<file path="config.mk">
export PLATFORM = sky130hd
export DESIGN_NAME = mlet_line_eval
export DESIGN_NICKNAME = d
export VERILOG_FILES = /design/src/rtl/min_line_envelope_tree_unit_assert.svh /design/src/rtl/mlet_pkg.sv /design/src/rtl/mlet_line_eval.sv
export SDC_FILE = /design/constraint.sdc
export NUM_CORES = 2
export LEC_CHECK = 0
export BUFFER_PORTS_ARGS = -buffer_cell sky130_fd_sc_hd__buf_2
export CAP_MARGIN = 20
export CORE_MARGIN = 2
export CORE_UTILIZATION = 52
export CTS_CLUSTER_DIAMETER = 80
export DETAILED_ROUTE_END_ITERATION = 10
export PLACE_DENSITY = 0.71
export SLEW_MARGIN = 40
export SYNTH_ARGS = -nofsm -noshare
export SYNTH_HDL_FRONTEND = slang
export SYNTH_SLANG_ARGS = --single-unit
</file>
<file path="constraint.sdc">
create_clock -name clock -period 8.4 [get_ports clock]
set_input_delay 0.42 -clock clock [delete_from_list [all_inputs] [get_ports clock]]
set_output_delay 0.42 -clock clock [all_outputs]
set_load 0.01 [all_outputs]
</file>
<file path="src/rtl/min_line_envelope_tree_unit_assert.svh">
// ----------------------------------------------------------------------------
// min_line_envelope_tree_unit_assert.svh
// Assertion macros for the line envelope tree RTL.
// ----------------------------------------------------------------------------
`ifndef MIN_LINE_ENVELOPE_TREE_UNIT_ASSERT_SVH
`define MIN_LINE_ENVELOPE_TREE_UNIT_ASSERT_SVH

// same-cycle implication, quiet during reset
`define MLET_CHECK(name, clk, rst, ante, cons, msg) \
   name: assert property (@(posedge clk) disable iff (rst) (ante) |-> (cons)) \
      else $error(msg);

// next-cycle implication, quiet during reset
`define MLET_CHECK_NEXT(name, clk, rst, ante, cons, msg) \
   name: assert property (@(posedge clk) disable iff (rst) (ante) |=> (cons)) \
      else $error(msg);

`endif

</file>
<file path="src/rtl/mlet_pkg.sv">
// ----------------------------------------------------------------------------
// mlet_pkg
// Types and constants for the minimum line envelope tree.
// ----------------------------------------------------------------------------
package mlet_pkg;

   localparam int DomainSizeDefault = 1024;

   localparam int SlopeW = 32;
   localparam int IcptW  = 63;
   localparam int CoordW = 11;
   localparam int PointW = 10;
   localparam int ProdW  = SlopeW + CoordW + 1;
   localparam int SumW   = 64;

   localparam logic signed [IcptW-1:0] EmptyValue = 63'sd4000000000000000000;

   typedef struct packed {
      logic signed [SlopeW-1:0] slope;
      logic signed [IcptW-1:0]  icpt;
   } line_type;

   localparam line_type EmptyLine = '{slope: '0, icpt: EmptyValue};

   typedef struct packed {
      logic signed [SumW-1:0] sum_a;
      logic signed [SumW-1:0] sum_b;
      logic                   a_lt_b;
      logic                   b_lt_a;
   } eval_type;

   typedef enum logic {
      REQ_INSERT = 1'b0,
      REQ_QUERY  = 1'b1
   } req_kind_type;

   // register index (byte address bit 2)
   localparam logic RegDomainSize = 1'b0;

   typedef enum logic [3:0] {
      S_CLEAR,
      S_IDLE,
      S_RANGE,
      S_PL_RD,
      S_PL_MID,
      S_PL_CMID,
      S_PL_CLO,
      S_PL_CHI,
      S_Q_RD,
      S_Q_MUL,
      S_Q_ACC,
      S_Q_DONE
   } mlet_state_type;

endpackage

</file>
<file path="src/rtl/mlet_line_eval.sv">
// ----------------------------------------------------------------------------
// mlet_line_eval
// Evaluates two lines at one point: registered products, then add/compare.
// ----------------------------------------------------------------------------
module mlet_line_eval (
   input  logic                        clock,
   input  mlet_pkg::line_type          line_a,
   input  mlet_pkg::line_type          line_b,
   input  logic [mlet_pkg::CoordW-1:0] x,
   output mlet_pkg::eval_type          res
);
   import mlet_pkg::*;

   logic signed [ProdW-1:0] prod_a_ff, prod_a_in;
   logic signed [ProdW-1:0] prod_b_ff, prod_b_in;
   logic signed [CoordW:0]  x_s;

   assign x_s       = $signed({1'b0, x});
   assign prod_a_in = line_a.slope * x_s;
   assign prod_b_in = line_b.slope * x_s;

   always_ff @(posedge clock) begin
      prod_a_ff <= prod_a_in;
      prod_b_ff <= prod_b_in;
   end

   // intercepts are held steady by the caller across the product cycle
   always_comb begin
      res.sum_a  = SumW'(prod_a_ff) + SumW'(line_a.icpt);
      res.sum_b  = SumW'(prod_b_ff) + SumW'(line_b.icpt);
      res.a_lt_b = res.sum_a < res.sum_b;
      res.b_lt_a = res.sum_b < res.sum_a;
   end

endmodule

</file>
# Yosys cells after proc, flatten, opt, wreduce, memory -nomap -nowiden
# Cells that the tools add are included.
# classes
multipliers,2
n_lt_le_gt_ge,2
addsub,2
# ops
op,n
44-bit by 63-bit adder with 64-bit output,2
64-bit < comparator,2
32-bit by 12-bit multiplier with 44-bit output,2
# totals
in_bits,202
ff_bits,88
wordCells,8
out_inout_bits,130

# Depth between registers and ports, before layout
# logic_depth
word_depth,2
ltp_mapped,25
mapped_depth_nobuf,24

# Least setup slack after synthesis
# OpenSTA, ideal clock, no wires.
# synth_timing
kind,input to register
start,input port x[6] (netlist name)
end,register prod_a_ff[39]
path_stages,22
setup_ns,0.119
arrival_time_ns,5.911
n_path_buf,2
required_time_ns,8.281
slack_ns,2.370
path_cell_list,clkbuf_1 -> clkbuf_1 -> nand2_1 -> fa_1 -> inv_1 -> fa_1 -> fa_1 -> fa_1 -> inv_1 -> fa_1 -> inv_1 -> ha_1 -> a21o_1 -> a21o_1 -> a21oi_1 -> a211o_1 -> a2111oi_1 -> o2111a_1 -> o22ai_1 -> o31ai_2 -> a21oi_1 -> xnor2_1
# synth_via
elab_chain_cells,1
# synth_lines
element,line,source
start: declaration,mlet_line_eval.sv:9,"input logic [mlet_pkg::CoordW-1:0] x,"
32-bit by 12-bit multiplier with 44-bit output,mlet_line_eval.sv:19,assign prod_a_in = line_a.slope * x_s;
net prod_a_in[39],mlet_line_eval.sv:14,"logic signed [ProdW-1:0] prod_a_ff, prod_a_in;"
end signal: assignment,mlet_line_eval.sv:23,prod_a_ff <= prod_a_in;
end: declaration,mlet_line_eval.sv:14,
# The timed path passes the listed nets, and every way through them passes these cells.

==> impl_metrics.toml <==
[final_layout]
area_growth_pct = 7.28
finalNonFillerCells = 5302
multi_input_area_mm2 = 0.0293
regArea_mm2 = 0.00176
post-route-util_pct = 56.1
most-common-layout-cells = "inv_1 (834), nand2_1 (652), fa_1 (612)"
nFillCells = 6313
layout-drive-gt1-share_pct = 9.11
nNetsFinal = 5611
layout_commonest_cell = "inv_1"

[drt]
vias = 29900
drtIter0Drc = 2429
vias_per_cell = 5.64
final_antenna_net_count = 0
drc_errors = 0
post_drt_wl_per_cell_um = 20.5
drt_pass1_iterations = 6
wl_mm = 108

[die]
io_pins = 332
core-area_mm2 = 0.0668
die_y_um = 263
dieArea_mm2 = 0.0692
row_count = 95
initial_core_util_pct = 52.3
die_w_um = 263

[sta]
fmax_mhz = 148
final_max_slew_viol_count = 0
setup_violations = 0
period_share_pct = 80.5
timing.final.hold_violations = 0
worstMarginPinSlew_ns = 0.981
period_minus_slack_ns = 6.77
relSlewSlack_pct = 34.1
hold_slack_ns = 0.406
setup_tns_ns = 0
rsz0062_at_grt = "false"

[flow_run]
maxCapViolCount = 0

[yosys]
synth_edf_count = 0
syn_avg_cell_area_um2 = 8.20
ys_seq_area_share_pct = 5.04
synth-main-ff-cell = "dfxtp_1"
synthArstFlopShare_pct = 0
synth_top_area_cell = "fa_1"
synthTopCellsByArea = "fa_1 (35%), ha_1 (14%), inv_1 (9.0%)"
postSynthCellCount = 4257
yosysUniqueCellTypes = 75
ys_warn_count = 0
ys_ff_latch = 88
postSynthNetCount = 5449
synth.top_cell.area_share_pct = 35.1
syn_area_mm2 = 0.0349

[cts]
ctsHtreeMaxLevel = 3
postCtsHoldBufs = 0
post_cts_buffers = 0
cts_buffers = 9
cts_buffer_depth = 2
post_cts_resized = 0
clk_pin_slew_ns = 0.07
root_buffer = "clkbuf_16"
clkSinkCount = 88
cts_tree = "done"

[critical_path]
max_stage_delay_ns = 0.64
path_class = "reg -> out"
critPathCaptureType = "primary output"
start_kind = "register"
path_cells = "ha_1 > inv_1 > fa_1 > nor2b_1 > o31a_2 > o31ai_1 > a2111oi_1 > o21ai_0 > a211oi_1 > a2bb2oi_1 > a221oi_1 > o31ai_1 > xor2_1 > ha_1 > nand4_1 > nor3_1 > o2111ai_1 > a21oi_1 > nor3_1 > o21ai_0 > mux2i_1 > nor2_1 > buf_2"
critPathRequiredTime_ns = 7.98
crit_fanout = 4
arrival_ns = 6.35
cp_slowest_cell = "a2111oi_1"

[grt]
grt_pass1_wl_mm = 171
grt_use_total_pct = 31.6
grt_pass1_vias = 30700
grt_overflow_total = 0
antenna_found_initial = 11
grt_max_degree = 49

[place]
dp_hpwl_mm = 92.6
numPortBuffers = 331
routabilityCongestion = 1.02
dpl.cell_count = 5281

[outcome]
outcome = "finished, final reports clean"

[hold_path]
hp-class = "in -> reg"
[cells in the mapped netlist (9+ instances only)]
cell type / n
a211oi_1: 27
a21o_1: 170
a21oi_1: 217
a31oi_1: 23
and2_1: 185
and3_1: 22
and4_1: 10
clkbuf_1: 195
dfxtp_1: 88
fa_1: 612
ha_1: 378
inv_1: 834
nand2_1: 652
nand2b_1: 15
nand3_1: 39
nand4_1: 56
nor2_1: 104
nor2b_1: 33
nor3_1: 28
nor4_1: 9
o211ai_1: 14
o21a_1: 30
o21ai_0: 116
o21bai_1: 43
xnor2_1: 139
xor2_1: 71
[layout make-up]
class	count	area share [%]
diodes	5	0.0334
flip-flops and latches	88	4.70
inverters	834	8.36
clock buffers	9	0.601
repair buffers	353	5.02
multi-input cells	3133	78.1
well taps	873	2.92
clock inverters	7	0.274
[state kept, by name, summed over array words and instances, names as in the netlist]
| register | count |
|---|---|
| prod_b_ff | 44 |
| prod_a_ff | 44 |
[routing by layer]
layer  GRT usage (%)  part of all wire (%)  vias to the layer above  wire, µm
met3            4.06                   7.5                      197      8140
li1                -                     -                    13800         -
met4            12.3                   4.4                        6      4730
met2            51.5                    45                     1258     49000
met5               0                 0.037                        -        40
met1            42.9                    43                    14600     46600
[worst max-delay path: cells and delay by family (launching register included)]
kind / cells / cell delay [ns]
multiplexers: 1 / 0.30
flip-flops: 1 / 0.38
AND/OR/NAND/NOR: 5 / 0.87
XOR/XNOR: 1 / 0.18
AO/OA/AOI/OAI: 11 / 3.03
adder cells (fa/ha/maj): 3 / 0.98
buffers and inverters: 2 / 0.22
[path summary, 6_finish.rpt]
path / from / to / slack, ns / depth (start not counted)
worst max-delay path: prod_b_ff[0] / res[1] / 1.63 / 23
worst min-delay path: line_b[63] / prod_b_ff[0] / 0.41 / 2
[stage by stage]
step	setup WS, ns	instance area (µm²)
detailed placement	1.41	37100
floorplan	2.37	34900
global placement	1.62	37100
CTS	1.54	37400
global route	1.25	37500
finish	1.63	37500
[logic make-up after synthesis]
kind of cell / share of synthesized area (%)
xor+xnor: 5.27
fa+ha+maj: 48.6
simple gates: 15.6
compound gates: 14.1
mux: 0.118
flops: 5.04
buf+inv: 11.2
Power is left out: the tool's default activity adds up to more than one toggle a clock period on the data nets, which glitch-free logic cannot reach.
